## config.mk

```make
export PLATFORM = sky130hd
export DESIGN_NAME = timed_step_schedule_fader
export DESIGN_NICKNAME = d
export VERILOG_FILES = /design/src/hdl/tssf_pkg.sv /design/src/hdl/timed_step_schedule_fader.sv
export VERILOG_INCLUDE_DIRS = /design/src /design/src/hdl
export SDC_FILE = /design/constraint.sdc
export NUM_CORES = 1
export LEC_CHECK = 0
export BUFFER_PORTS_ARGS = -buffer_cell sky130_fd_sc_hd__buf_2
export CAP_MARGIN = 20
export CORE_UTILIZATION = 60
export DETAILED_ROUTE_END_ITERATION = 6
export PLACE_DENSITY_LB_ADDON = 0.1
export SYNTH_ARGS = -nofsm -noshare
export SYNTH_HDL_FRONTEND = slang
export SYNTH_SLANG_ARGS = --single-unit
```

## constraint.sdc

```tcl
create_clock -name clk -period 17.77 [get_ports clk]
set_clock_uncertainty 0.15 [all_clocks]
set_input_delay 0.8885 -clock clk [delete_from_list [all_inputs] [get_ports clk]]
set_output_delay 0.8885 -clock clk [all_outputs]
set_load 0.05 [all_outputs]
```

## src/hdl/timed_step_schedule_fader_assert.svh

```systemverilog
// ----------------------------------------------------------------------------
// timed step schedule fader assertion macros
// shared property forms for the fader's concurrent checks
// ----------------------------------------------------------------------------
`ifndef TIMED_STEP_SCHEDULE_FADER_ASSERT_SVH
`define TIMED_STEP_SCHEDULE_FADER_ASSERT_SVH

// same-cycle implication, sampled on clk, off during reset
`define TSSF_ASSERT_IMPL(label, ante, cons, msg) \
	label: assert property (@(posedge clk) disable iff (!arst_n) (ante) |-> (cons)) \
		else $error(msg);

// next-cycle implication, sampled on clk, off during reset
`define TSSF_ASSERT_NEXT(label, ante, cons, msg) \
	label: assert property (@(posedge clk) disable iff (!arst_n) (ante) |=> (cons)) \
		else $error(msg);

`endif

```

## src/hdl/tssf_pkg.sv

```systemverilog
// ----------------------------------------------------------------------------
// tssf_pkg
// types and constants of the timed step schedule fader
// ----------------------------------------------------------------------------
`default_nettype none

package tssf_pkg;

	localparam int STEP_COUNT   = 8;
	localparam int FADE_STEPS   = 10;
	localparam int SECS_PER_MIN = 60;

	localparam int IDX_W    = $clog2(STEP_COUNT);
	localparam int STEP_W   = 3;
	localparam int CH_COUNT = 3;
	localparam int LVL_W    = 8;
	localparam int FADE_W   = 4;
	localparam int HOUR_W   = 5;
	localparam int MIN_W    = 6;
	localparam int SEC_W    = 32;
	localparam int ACC_W    = 17;
	localparam int DELTA_W  = $clog2(255 * 256 / FADE_STEPS + 1) + 1;

	// constant divider: floor(x / DIV_DEN) = (x * RECIP) >> DIV_SH for x < 2**DIV_X_W
	localparam int DIV_DEN  = 2 * FADE_STEPS;
	localparam int DIV_X_W  = 17;
	localparam int DIV_SH   = DIV_X_W + $clog2(DIV_DEN);
	localparam int RECIP    = (2 ** DIV_SH + DIV_DEN - 1) / DIV_DEN;
	localparam int RECIP_W  = DIV_SH;

	typedef enum logic [1:0] {
		FUNC_WRITE   = 2'd0,
		FUNC_TICK    = 2'd1,
		FUNC_RESTART = 2'd2,
		FUNC_STOP    = 2'd3
	} func_t;

	typedef struct packed {
		func_t               func;
		logic [STEP_W-1:0]   step_index;
		logic                step_active;
		logic [HOUR_W-1:0]   step_hour;
		logic [MIN_W-1:0]    step_minute;
		logic [LVL_W-1:0]    step_red;
		logic [LVL_W-1:0]    step_white;
		logic [LVL_W-1:0]    step_blue;
		logic [HOUR_W-1:0]   now_hour;
		logic [MIN_W-1:0]    now_minute;
		logic [SEC_W-1:0]    now_seconds;
	} req_t;

	typedef struct packed {
		logic [LVL_W-1:0]    red_out;
		logic [LVL_W-1:0]    white_out;
		logic [LVL_W-1:0]    blue_out;
		logic                levels_changed;
		logic [STEP_W-1:0]   active_step;
		logic [FADE_W-1:0]   fade_remaining;
	} rsp_t;

	// channel 0 red, 1 white, 2 blue
	typedef struct packed {
		logic                            active;
		logic [HOUR_W-1:0]               hour;
		logic [MIN_W-1:0]                minute;
		logic [CH_COUNT-1:0][LVL_W-1:0]  lvl;
	} step_t;

endpackage

`default_nettype wire

```

## src/hdl/timed_step_schedule_fader.sv

```systemverilog
// ----------------------------------------------------------------------------
// timed_step_schedule_fader
// lighting step table with time-of-day selection and stepped level fades
// ----------------------------------------------------------------------------
// One item is taken at a time and gives one result. A step write, a stop or a
// tick while stopped goes from idle straight to the done state.
// A tick or restart walks the step table one entry per cycle through a single
// read port before the decide state picks the step in force; a fade start
// adds a pass of the delta state for each channel, since the three fade
// deltas share one reciprocal multiplier that also turns fade_minutes into the
// fade step period. A result waits in the output register while the next item
// is accepted; the engine holds a finished result only while that register is
// still full. Configuration writes are taken whenever the engine is idle.
// ----------------------------------------------------------------------------
`default_nettype none
`include "timed_step_schedule_fader_assert.svh"

module timed_step_schedule_fader
	import tssf_pkg::*;
(
	input  wire logic              clk,
	input  wire logic              arst_n,
	input  wire logic              req_valid,
	output logic                   req_stall,
	input  wire req_t              req_data,
	output logic                   rsp_valid,
	input  wire logic              rsp_stall,
	output rsp_t                   rsp_data,
	input  wire logic              cfg_valid,
	output logic                   cfg_ready,
	input  wire logic [LVL_W-1:0]  cfg_data
);

	typedef enum logic [8:0] {
		ST_IDLE   = 9'b000000001,
		ST_WALK   = 9'b000000010,
		ST_DECIDE = 9'b000000100,
		ST_SNAP   = 9'b000001000,
		ST_DELTA  = 9'b000010000,
		ST_TIME   = 9'b000100000,
		ST_CMP    = 9'b001000000,
		ST_STEP   = 9'b010000000,
		ST_DONE   = 9'b100000000
	} state_t;

	localparam int PROD_W = DIV_X_W + RECIP_W;
	localparam logic [RECIP_W-1:0] RECIP_C = RECIP_W'(RECIP);
	localparam step_t STEP_ON = '{active: 1'b1, hour: '0, minute: '0, lvl: '0};

	state_t                      state_q;
	step_t                       tbl_q [STEP_COUNT];
	logic [LVL_W-1:0]            fade_minutes_q;
	logic                        running_q;
	logic [IDX_W-1:0]            cur_q;
	logic [FADE_W-1:0]           fade_left_q;
	logic [SEC_W-1:0]            last_time_q;
	logic signed [ACC_W-1:0]     accum_q [CH_COUNT];
	logic signed [DELTA_W-1:0]   delta_q [CH_COUNT];
	logic [LVL_W-1:0]            level_q [CH_COUNT];

	func_t                       func_q;
	logic [HOUR_W-1:0]           now_hour_q;
	logic [MIN_W-1:0]            now_minute_q;
	logic [SEC_W-1:0]            now_seconds_q;
	logic                        changed_q;
	logic [IDX_W-1:0]            cnt_q;
	logic [IDX_W-1:0]            walk_last_q;
	logic                        walk_hit_q;
	logic                        walk_wrap_q;
	logic [1:0]                  ch_q;
	logic [DIV_X_W-1:0]          step_time_q;

	logic                        rsp_valid_q;
	rsp_t                        rsp_q;

	// combinational helpers
	logic [IDX_W-1:0]            rd_idx;
	step_t                       rd_ent;
	logic                        start_ahead;
	logic                        mid_active;
	logic                        flat;
	logic [IDX_W-1:0]            next_idx;
	logic [LVL_W:0]              diff;
	logic                        diff_neg;
	logic [LVL_W-1:0]            diff_mag;
	logic [DIV_X_W-1:0]          div_x;
	logic [PROD_W-1:0]           div_prod;
	logic [DIV_X_W-1:0]          div_q;
	logic signed [DELTA_W-1:0]   delta_mag;
	logic signed [DELTA_W-1:0]   delta_new;
	logic signed [ACC_W-1:0]     acc_sum [CH_COUNT];
	logic [LVL_W-1:0]            lvl_step [CH_COUNT];
	logic                        fade_due;
	logic                        req_xfer;
	logic                        rsp_free;

	assign req_stall = (state_q != ST_IDLE);
	assign req_xfer  = req_valid && !req_stall;
	assign cfg_ready = (state_q == ST_IDLE);
	assign rsp_valid = rsp_valid_q;
	assign rsp_data  = rsp_q;
	assign rsp_free  = !rsp_valid_q || !rsp_stall;

	// single table read port: walk pointer or the step in force
	always_comb begin
		rd_idx = (state_q == ST_WALK) ? cnt_q : cur_q;
		rd_ent = tbl_q[rd_idx];
		if (now_hour_q == rd_ent.hour) begin
			start_ahead = (now_minute_q < rd_ent.minute);
		end else begin
			start_ahead = (now_hour_q < rd_ent.hour);
		end
	end

	// basic program with matching first and last start picks step 0
	always_comb begin
		mid_active = 1'b0;
		for (int i = 1; i < STEP_COUNT - 1; i++) begin
			mid_active = mid_active | tbl_q[i].active;
		end
		flat = (fade_minutes_q == '0) && tbl_q[STEP_COUNT-1].active && !mid_active &&
			(tbl_q[0].hour == tbl_q[STEP_COUNT-1].hour) &&
			(tbl_q[0].minute == tbl_q[STEP_COUNT-1].minute);
		next_idx = flat ? '0 : walk_last_q;
	end

	// shared reciprocal divider: fade delta rounding and fade step period
	always_comb begin
		diff     = {1'b0, rd_ent.lvl[ch_q]} - {1'b0, level_q[ch_q]};
		diff_neg = diff[LVL_W];
		diff_mag = diff_neg ? LVL_W'(-diff) : diff[LVL_W-1:0];
		if (state_q == ST_TIME) begin
			div_x = DIV_X_W'({7'd0, fade_minutes_q} * 15'(2 * SECS_PER_MIN));
		end else begin
			div_x = {diff_mag, 9'd0} + DIV_X_W'(FADE_STEPS);
		end
		div_prod  = {{RECIP_W{1'b0}}, div_x} * {{DIV_X_W{1'b0}}, RECIP_C};
		div_q     = div_prod[DIV_SH +: DIV_X_W];
		delta_mag = DELTA_W'(div_q);
		delta_new = diff_neg ? -delta_mag : delta_mag;
	end

	// one fade step on all three channels, rounded and clamped
	always_comb begin
		logic signed [ACC_W:0] rnd;
		for (int c = 0; c < CH_COUNT; c++) begin
			acc_sum[c] = accum_q[c] + ACC_W'(delta_q[c]);
			rnd = (ACC_W+1)'(acc_sum[c]) + (ACC_W+1)'(128);
			if (rnd[ACC_W]) begin
				lvl_step[c] = '0;
			end else if (rnd[ACC_W-1:LVL_W+8] != '0) begin
				lvl_step[c] = '1;
			end else begin
				lvl_step[c] = rnd[LVL_W+7:8];
			end
		end
	end

	assign fade_due = ({1'b0, now_seconds_q} >= ({1'b0, last_time_q} + 33'(step_time_q)));

	always_ff @(posedge clk or negedge arst_n) begin
		if (!arst_n) begin
			state_q        <= ST_IDLE;
			for (int i = 0; i < STEP_COUNT; i++) begin
				tbl_q[i] <= (i == 0 || i == STEP_COUNT - 1) ? STEP_ON : '0;
			end
			fade_minutes_q <= '0;
			running_q      <= 1'b0;
			cur_q          <= '0;
			fade_left_q    <= '0;
			last_time_q    <= '0;
			for (int c = 0; c < CH_COUNT; c++) begin
				accum_q[c] <= '0;
				delta_q[c] <= '0;
				level_q[c] <= '0;
			end
			func_q         <= FUNC_WRITE;
			changed_q      <= 1'b0;
			cnt_q          <= '0;
			walk_last_q    <= '0;
			walk_hit_q     <= 1'b0;
			walk_wrap_q    <= 1'b0;
			ch_q           <= '0;
			rsp_valid_q    <= 1'b0;
		end else begin
			if (cfg_valid && cfg_ready) begin
				fade_minutes_q <= cfg_data;
			end
			// a finished result in done reloads the register in the same cycle
			if (rsp_valid_q && !rsp_stall && state_q != ST_DONE) begin
				rsp_valid_q <= 1'b0;
			end

			case (state_q)
				ST_IDLE: begin
					if (req_xfer) begin
						func_q      <= req_data.func;
						changed_q   <= 1'b0;
						cnt_q       <= '0;
						walk_last_q <= '0;
						walk_hit_q  <= 1'b0;
						walk_wrap_q <= 1'b0;
						case (req_data.func)
							FUNC_WRITE: begin
								if (32'(req_data.step_index) < STEP_COUNT) begin
									tbl_q[IDX_W'(req_data.step_index)] <= '{
										active: req_data.step_active,
										hour:   req_data.step_hour,
										minute: req_data.step_minute,
										lvl:    {req_data.step_blue, req_data.step_white,
											req_data.step_red}};
								end
								state_q <= ST_DONE;
							end
							FUNC_TICK: begin
								state_q <= running_q ? ST_WALK : ST_DONE;
							end
							FUNC_RESTART: begin
								state_q <= ST_WALK;
							end
							FUNC_STOP: begin
								running_q <= 1'b0;
								state_q   <= ST_DONE;
							end
							default: begin
								state_q <= ST_DONE;
							end
						endcase
					end
				end

				ST_WALK: begin
					// last active start not after now; before the first one, wrap
					if (rd_ent.active && !walk_hit_q) begin
						if (start_ahead && !walk_wrap_q && cnt_q != '0) begin
							walk_hit_q <= 1'b1;
						end else begin
							walk_last_q <= cnt_q;
							if (start_ahead && cnt_q == '0) begin
								walk_wrap_q <= 1'b1;
							end
						end
					end
					if (32'(cnt_q) == STEP_COUNT - 1) begin
						cnt_q   <= '0;
						state_q <= ST_DECIDE;
					end else begin
						cnt_q <= cnt_q + 1'b1;
					end
				end

				ST_DECIDE: begin
					if (func_q == FUNC_RESTART) begin
						cur_q       <= next_idx;
						fade_left_q <= '0;
						running_q   <= 1'b1;
						changed_q   <= 1'b1;
						state_q     <= ST_SNAP;
					end else if (next_idx != cur_q) begin
						cur_q     <= next_idx;
						changed_q <= 1'b1;
						if (fade_minutes_q == '0) begin
							state_q <= ST_SNAP;
						end else begin
							fade_left_q <= FADE_W'(FADE_STEPS);
							ch_q        <= '0;
							state_q     <= ST_DELTA;
						end
					end else if (fade_left_q != '0) begin
						state_q <= ST_TIME;
					end else begin
						state_q <= ST_DONE;
					end
				end

				ST_SNAP: begin
					for (int c = 0; c < CH_COUNT; c++) begin
						level_q[c] <= rd_ent.lvl[c];
					end
					state_q <= ST_DONE;
				end

				ST_DELTA: begin
					delta_q[ch_q] <= delta_new;
					accum_q[ch_q] <= ACC_W'({level_q[ch_q], 8'd0});
					if (32'(ch_q) == CH_COUNT - 1) begin
						ch_q    <= '0;
						state_q <= ST_STEP;
					end else begin
						ch_q <= ch_q + 1'b1;
					end
				end

				ST_TIME: begin
					step_time_q <= div_q;
					state_q     <= ST_CMP;
				end

				ST_CMP: begin
					if (fade_due) begin
						changed_q <= 1'b1;
						if (fade_left_q == FADE_W'(1)) begin
							fade_left_q <= '0;
							state_q     <= ST_SNAP;
						end else begin
							state_q <= ST_STEP;
						end
					end else begin
						state_q <= ST_DONE;
					end
				end

				ST_STEP: begin
					fade_left_q <= fade_left_q - 1'b1;
					last_time_q <= now_seconds_q;
					for (int c = 0; c < CH_COUNT; c++) begin
						accum_q[c] <= acc_sum[c];
						level_q[c] <= lvl_step[c];
					end
					state_q <= ST_DONE;
				end

				ST_DONE: begin
					if (rsp_free) begin
						rsp_q.red_out        <= level_q[0];
						rsp_q.white_out      <= level_q[1];
						rsp_q.blue_out       <= level_q[2];
						rsp_q.levels_changed <= changed_q;
						rsp_q.active_step    <= STEP_W'(cur_q);
						rsp_q.fade_remaining <= fade_left_q;
						rsp_valid_q          <= 1'b1;
						state_q              <= ST_IDLE;
					end
				end

				default: begin
					state_q <= ST_IDLE;
				end
			endcase
		end
	end

	// item time fields, held for the whole item
	always_ff @(posedge clk) begin
		if (req_xfer) begin
			now_hour_q    <= req_data.now_hour;
			now_minute_q  <= req_data.now_minute;
			now_seconds_q <= req_data.now_seconds;
		end
	end

	`TSSF_ASSERT_NEXT(a_xfer_busy, req_xfer, state_q != ST_IDLE, "engine idle after transfer")
	`TSSF_ASSERT_IMPL(a_rsp_from_done, $rose(rsp_valid_q), $past(state_q) == ST_DONE, "result loaded outside done")
	`TSSF_ASSERT_IMPL(a_walk_cnt, cnt_q != '0, state_q == ST_WALK, "walk pointer off outside walk")
	`TSSF_ASSERT_IMPL(a_fade_range, state_q == ST_DONE, fade_left_q <= FADE_W'(FADE_STEPS), "fade count too large")

endmodule

`default_nettype wire

```

==> summary.md, run 1 <==
| Metric | Value |
|---|---|
| Largest net degree at the start of global routing | 161 |
| Share of cells above drive strength 1 | 17.62% |
| Final ANT Viol Nets | 0 |
| Grt ovf | 0 |
| Fin util | 67.38% |
| Crit-path max FO | 54 |
| I/O pin count | 132 |
| Max-slew violation count | 0 |
| Crit path DAT | 12.86 ns |
| Post-synthesis cell count | 3464 |
| DRT iter0 DRCs | 1901 |
| CP bufs+invs | 8 |
| Initial antenna violation count | 2 |
| CP max-delay cell | mux2_4 |
| Critical path endpoint category | flip-flop |
| Syn_area_per_cell | 10.20 sq um |
| Die Y | 244.6 um |
| FF+latch count, synth | 564 |
| Seq/Total Area, Yosys | 41.22% |
| Met3 WL | 5391 um |
| Vias in the first global route | 27011 |
| Design Area, Final | 39030 sq um |
| CTS HTree Levels | 2 |
| Total track usage | 30.75% |
| Post-synth ARST share | 84.40% |
| Setup TNS Final | 0 ns |
| Reg2reg start | state_q[4] |
| Synth Warn # | 0 |
| Met1 wire length | 40670 um |
| Layout area overhead | 10.49% |
| Max cap viols | 0 |
| DPL Wire Length | 63840 um |
| Worst path top cell family by delay | adder cells |
| Delay of the slowest critical-path stage | 0.82 ns |
| Req. time, crit path | 18.13 ns |
| Routed len/inst | 20.75 um |
| FMAX | 80.00 MHz |
| Total die area | 59840 sq um |
| Hold path start | req_data[38] |
| Endpoints failing setup | 0 |
| DIE WIDTH | 244.6 um |
| Clock Path Buffers | 3 |
| Hold Path End | now_hour_q[0] |
| Hold Path Cell Cnt | 1 |
| Reg2Reg Setup Slack | 5.27 ns |
| NumNets Final | 4013 |
| Initial core utilization | 60.99% |
| Actual slew at the worst max-slew pin | 1.098 ns |
| Core Area | 57920 sq um |
| # DRC | 0 |
| DRT Pass-1 Iters | 5 |
| Root buffer cell | clkbuf_16 |
| CP most frequent cell | inv_1 |
| Port-buffer cells | 131 |
| Vias | 26667 |
| Clk pin slew, worst setup/hold paths | 0.06 ns |
| First-pass GRT wire length | 146300 um |
| TritonCTS clock tree | yes |
| CTS Buf Count | 60 |
| Status | finished clean |
| Fin crit share | 70.34% |
| Clock sinks | 564 |
| Std cell rows | 88 |
| Met2 WL post-DR | 42330 um |
| Synth cell types | 101 |
| Number of enable flip-flop cells after synthesis | 88 |
| Netlist Area Pre-Place | 35320 sq um |
| Top sig layer | met5 |
| RSZ-0062 raised after global routing | false |
| Worst R2R Path Depth | 43 |
| Slew headroom | 26.73% |
| DP Area | 36760 sq um |
| GPL Wtd Cong | 0.9608 |
| RR Endpoint | delta_q[38] |
| Period minus WS final | 12.50 ns |
| Clk_lat worst skew | 0.65 ns |
| Crit path kind | reg -> reg |
| Total Wirelength | 90790 um |
| Syn Nets | 3920 |
| Commonest non-fill, non-tap cell in the layout | nand2_1 |
| Critical Path Start Type | flip-flop |
| Most frequent cells in the layout | nand2_1 (541), dfrtp_1 (473), mux2_2 (306) |
| Vias/cell | 6.095 |
| Hold WC Path Type | in -> reg |
| Fin. Hold Viols | 0 |
| Post-synth top flop | dfrtp_1 |
[metal layers]
metal	vias to the layer above	GRT usage [%]
met5	-	0
met4	4	9.099
met3	144	4.013
met2	852	49.34
met1	13253	43.70
li1	12414	-
[sequential cells by signal (all words and copies together) (netlist names), 2 cells and up]
register / flops
walk_last_q: 3
ch_q: 2
now_minute_q: 6
rsp_data: 32
tbl_q: 288
now_hour_q: 5
level_q: 24
cur_q: 3
step_time_q: 13
state_q: 9
delta_q: 42
fade_minutes_q: 8
now_seconds_q: 32
func_q: 2
last_time_q: 32
cnt_q: 3
fade_left_q: 4
accum_q: 51
[how the worst max path moves through the flow]
stage	start	end	slack [ns]	cells after the start
global placement	state_q[2]	delta_q[38]	5.67	43
CTS	state_q[4]	delta_q[38]	5.40	43
finish	state_q[4]	delta_q[38]	5.27	43
detailed placement	state_q[4]	delta_q[38]	5.44	43
global route	state_q[4]	delta_q[26]	4.61	40
floorplan	state_q[5]	delta_q[38]	7.27	47
[kinds of logic (layout without fill, tap and decap cells)]
| family | after synthesis | in the layout | synth area share [%] |
|---|---|---|---|
| XOR/XNOR | 140 | 140 | 3.493 |
| flip-flops | 564 | 564 | 41.22 |
| adder cells (fa/ha/maj) | 359 | 359 | 14.65 |
| AND/OR/NAND/NOR | 1098 | 1098 | 14.48 |
| multiplexers | 370 | 370 | 11.65 |
| buffers and inverters | 366 | 511 | 4.028 |
| AO/OA/AOI/OAI | 565 | 565 | 10.47 |
| other | 2 | 3 | 0.02126 |
[stage by stage]
| step | cells | hold slack, ns | setup WS [ns] |
|---|---|---|---|
| after floorplan | 3464 | 0.2748 | 7.271 |
| after global routing | 4374 | 0.2497 | 4.606 |
| after detailed placement | 4256 | 0.2805 | 5.436 |
| final | 4375 | 0.2655 | 5.270 |
| after CTS | 4371 | 0.2386 | 5.404 |
| after global placement | 4253 | 0.2918 | 5.668 |
[final cells by class]
cell class | count | area (sq um)
Timing Repair Buffer | 172 | 1049
Clock buffer | 82 | 1758
Clock inverter | 32 | 434.2
Sequential cell | 564 | 14560
Tap cell | 765 | 957.2
Fill cell | 4539 | 18890
Inverter | 225 | 844.6
Antenna cell | 1 | 2.502
Multi-Input combinational cell | 2534 | 19420
[cells in the mapped netlist (21+ instances only)]
master | n | share of area (%)
edfxtp_1 | 88 | 7.5
inv_1 | 223 | 2.4
a21o_1 | 39 | 0.83
buf_2 | 30 | 0.43
and3_1 | 45 | 0.80
mux2i_1 | 55 | 1.6
o21ai_1 | 26 | 0.37
xnor2_1 | 80 | 2.0
a21oi_1 | 123 | 1.7
nor3_1 | 30 | 0.43
fa_1 | 91 | 5.2
nand3_1 | 174 | 2.5
a31oi_1 | 38 | 0.67
a211oi_1 | 21 | 0.45
a311oi_1 | 22 | 0.55
nor2_1 | 130 | 1.4
mux2_2 | 307 | 9.8
dfrtp_1 | 473 | 34
nand2_1 | 541 | 5.7
nand4_1 | 21 | 0.37
ha_1 | 268 | 9.5
clkbuf_1 | 100 | 1.1
xor2_1 | 59 | 1.5
o21ai_0 | 138 | 2.0
nand2b_1 | 28 | 0.50
[what timing repair did]
action | in CTS | in global routing
gates resized for setup | 0 | 0
buffers inserted | 0 | 0
hold buffers | 1 | 0
hold endpoints to repair | 9 | 0
Power of run 1 is not shown: default switching activity piles up to over one toggle a cycle in this logic, so the estimate is an artifact.
==> run 2: changes to the inputs <==
Settings changed: CORE_UTILIZATION 60 to 57.
Clock period 17.77 ns to 10.3 ns, I/O delays scaled along.
==> run 2 against run 1 <==
Sequential share of layout area decreased by 2.8 points. Flip-flop and latch count unchanged. Critical endpoint is now delta_q[12]. Critical path depth unchanged. Register-to-register slack got worse by 5.1 ns. Design area increased by 8.2%. Largest cell class unchanged. Final cell count increased by 7.0%. Maximum frequency increased by 24%. Routed wire length increased by 5.2%. Global-route usage decreased by 0.40 points. Highest routed layer unchanged. Non-clock buffer count increased by 288. Core utilization increased by 2.1 points.
==> summary.md, run 2 (same netlist as run 1, synthesis figures left out) <==
| Metric | Value |
|---|---|
| Status | finished clean |
| Most frequent cells in the layout | nand2_1 (535), dfrtp_1 (472), mux2_2 (305) |
| I/O pin count | 132 |
| RSZ-0062 raised after global routing | true |
| Die Y | 250.9 um |
| Std cell rows | 90 |
| Actual slew at the worst max-slew pin | 1.129 ns |
| Fin crit share | 97.92% |
| DRT iter0 DRCs | 2138 |
| DPL Wire Length | 67540 um |
| Initial antenna violation count | 5 |
| CTS Buf Count | 59 |
| Critical Path Start Type | flip-flop |
| Endpoints failing setup | 0 |
| Port-buffer cells | 131 |
| Max reg flops | 288 |
| Req. time, crit path | 10.63 ns |
| Setup slack after layout | 0.2139 ns |
| Commonest non-fill, non-tap cell in the layout | nand2_1 |
| Root buffer cell | clkbuf_16 |
| Setup TNS Final | 0 ns |
| Pre-CTS setup slack | -0.3831 ns |
| CP bufs+invs | 11 |
| DRT Pass-1 Iters | 6 |
| Worst path depth | 43 |
| Max cap viols | 0 |
| Grt ovf | 0 |
| Fillers | 4550 |
| Routed len/inst | 20.39 um |
| Slew headroom | 24.62% |
| Worst R2R Path Depth | 43 |
| CP max-delay cell | fa_1 |
| Hold WC Path Type | in -> reg |
| Worst path top cell family by delay | adder cells |
| GPL Wtd Cong | 0.9201 |
| Clock Path Buffers | 3 |
| Hold Path Cell Cnt | 2 |
| Total track usage | 30.35% |
| Most flop-heavy register | tbl_q |
| Largest net degree at the start of global routing | 75 |
| TritonCTS clock tree | yes |
| Crit path kind | reg -> reg |
| Top flop regs | tbl_q x288, accum_q x51, delta_q x42 |
| Clk pin slew, worst setup/hold paths | 0.06 ns |
| Total Wirelength | 95470 um |
| DIE WIDTH | 250.9 um |
| Crit-path max FO | 6 |
| CTS HTree Levels | 2 |
| Period minus WS final | 10.09 ns |
| Vias | 27826 |
| FMAX | 99.15 MHz |
| Reg area | 14560 sq um |
| Initial core utilization | 58.09% |
| Multi-input gate area | 20170 sq um |
| Delay of the slowest critical-path stage | 0.55 ns |
| Max-slew violation count | 0 |
| Share of cells above drive strength 1 | 25.29% |
| Vias/cell | 5.943 |
| Crit path DAT | 10.42 ns |
| Fin. Hold Viols | 0 |
| Layout area overhead | 19.54% |
| CP most frequent cell | inv_2 |
| NumNets Final | 4301 |
| Vias in the first global route | 28214 |
| # DRC | 0 |
| Clk_lat worst skew | 0.66 ns |
| First-pass GRT wire length | 151800 um |
| Total die area | 62970 sq um |
| Core Area | 60810 sq um |
| Clock sinks | 564 |
| Critical path endpoint category | flip-flop |
| Final ANT Viol Nets | 0 |
## run 2: cell type report
type	count	share of cell area [%]
diodes	5	0.02963
clock buffers	79	4.042
clock inverters	32	1.007
inverters	225	2.000
multi-input cells	2535	47.78
flip-flops and latches	564	34.48
well taps	782	2.317
repair buffers	460	8.344
## run 2: what timing repair did
action                                 CTS  global route
setup buffers                           13            29
endpoints found under the hold margin   92             0
setup endpoints to repair               31            38
gates resized for setup                 47           133
pin swaps                               17            87
cloned                                   3             1
hold buffers                            52             0
## run 2: path summary, 6_finish.rpt
kind                              start          end  slack, ns
setup / recovery             state_q[2]  delta_q[12]       0.21
hold / removal             req_data[75]   tbl_q[176]       0.04
setup reg to reg             state_q[2]  delta_q[12]       0.21
hold reg to reg               func_q[0]    func_q[0]       0.32
max in group asynchronous        arst_n   state_q[2]       6.99
min in group asynchronous        arst_n   tbl_q[147]       0.21
## run 2: per-stage QoR
step / util (%) / instance area (sq um) / cells / hold slack (ns)
2_1_floorplan: - / 35330 / 3464 / 0.06941
3_3_place_gp: 62.99 / 38310 / 4470 / 0.2828
3_5_place_dp: 62.99 / 38310 / 4470 / 0.2854
4_1_cts: 67.98 / 41340 / 4649 / 0.02109
5_1_grt: 69.43 / 42220 / 4679 / 0.04579
6_report: 69.44 / 42220 / 4682 / 0.04116
## run 2: per-layer routing
metal	track usage (%)	wire (um)	vias to the layer above
met5	0	13	-
met4	8.780	2636	2
met3	3.779	5567	175
met2	49.30	44600	848
met1	42.83	42650	13832
li1	-	-	12969
## run 2: worst register-to-register path: cells and delay by family (launching register included)
| family | cells | cell delay, ns |
|---|---|---|
| AOI/OAI and AO/OA | 9 | 1.95 |
| xor gates and xnor gates | 1 | 0.15 |
| adders and majority gates | 8 | 3.12 |
| buffers and inverters | 11 | 1.16 |
| DFF | 1 | 0.44 |
| muxes | 4 | 0.80 |
| and+or+nand+nor | 10 | 2.23 |
Power of run 2 is left out for the same reason.
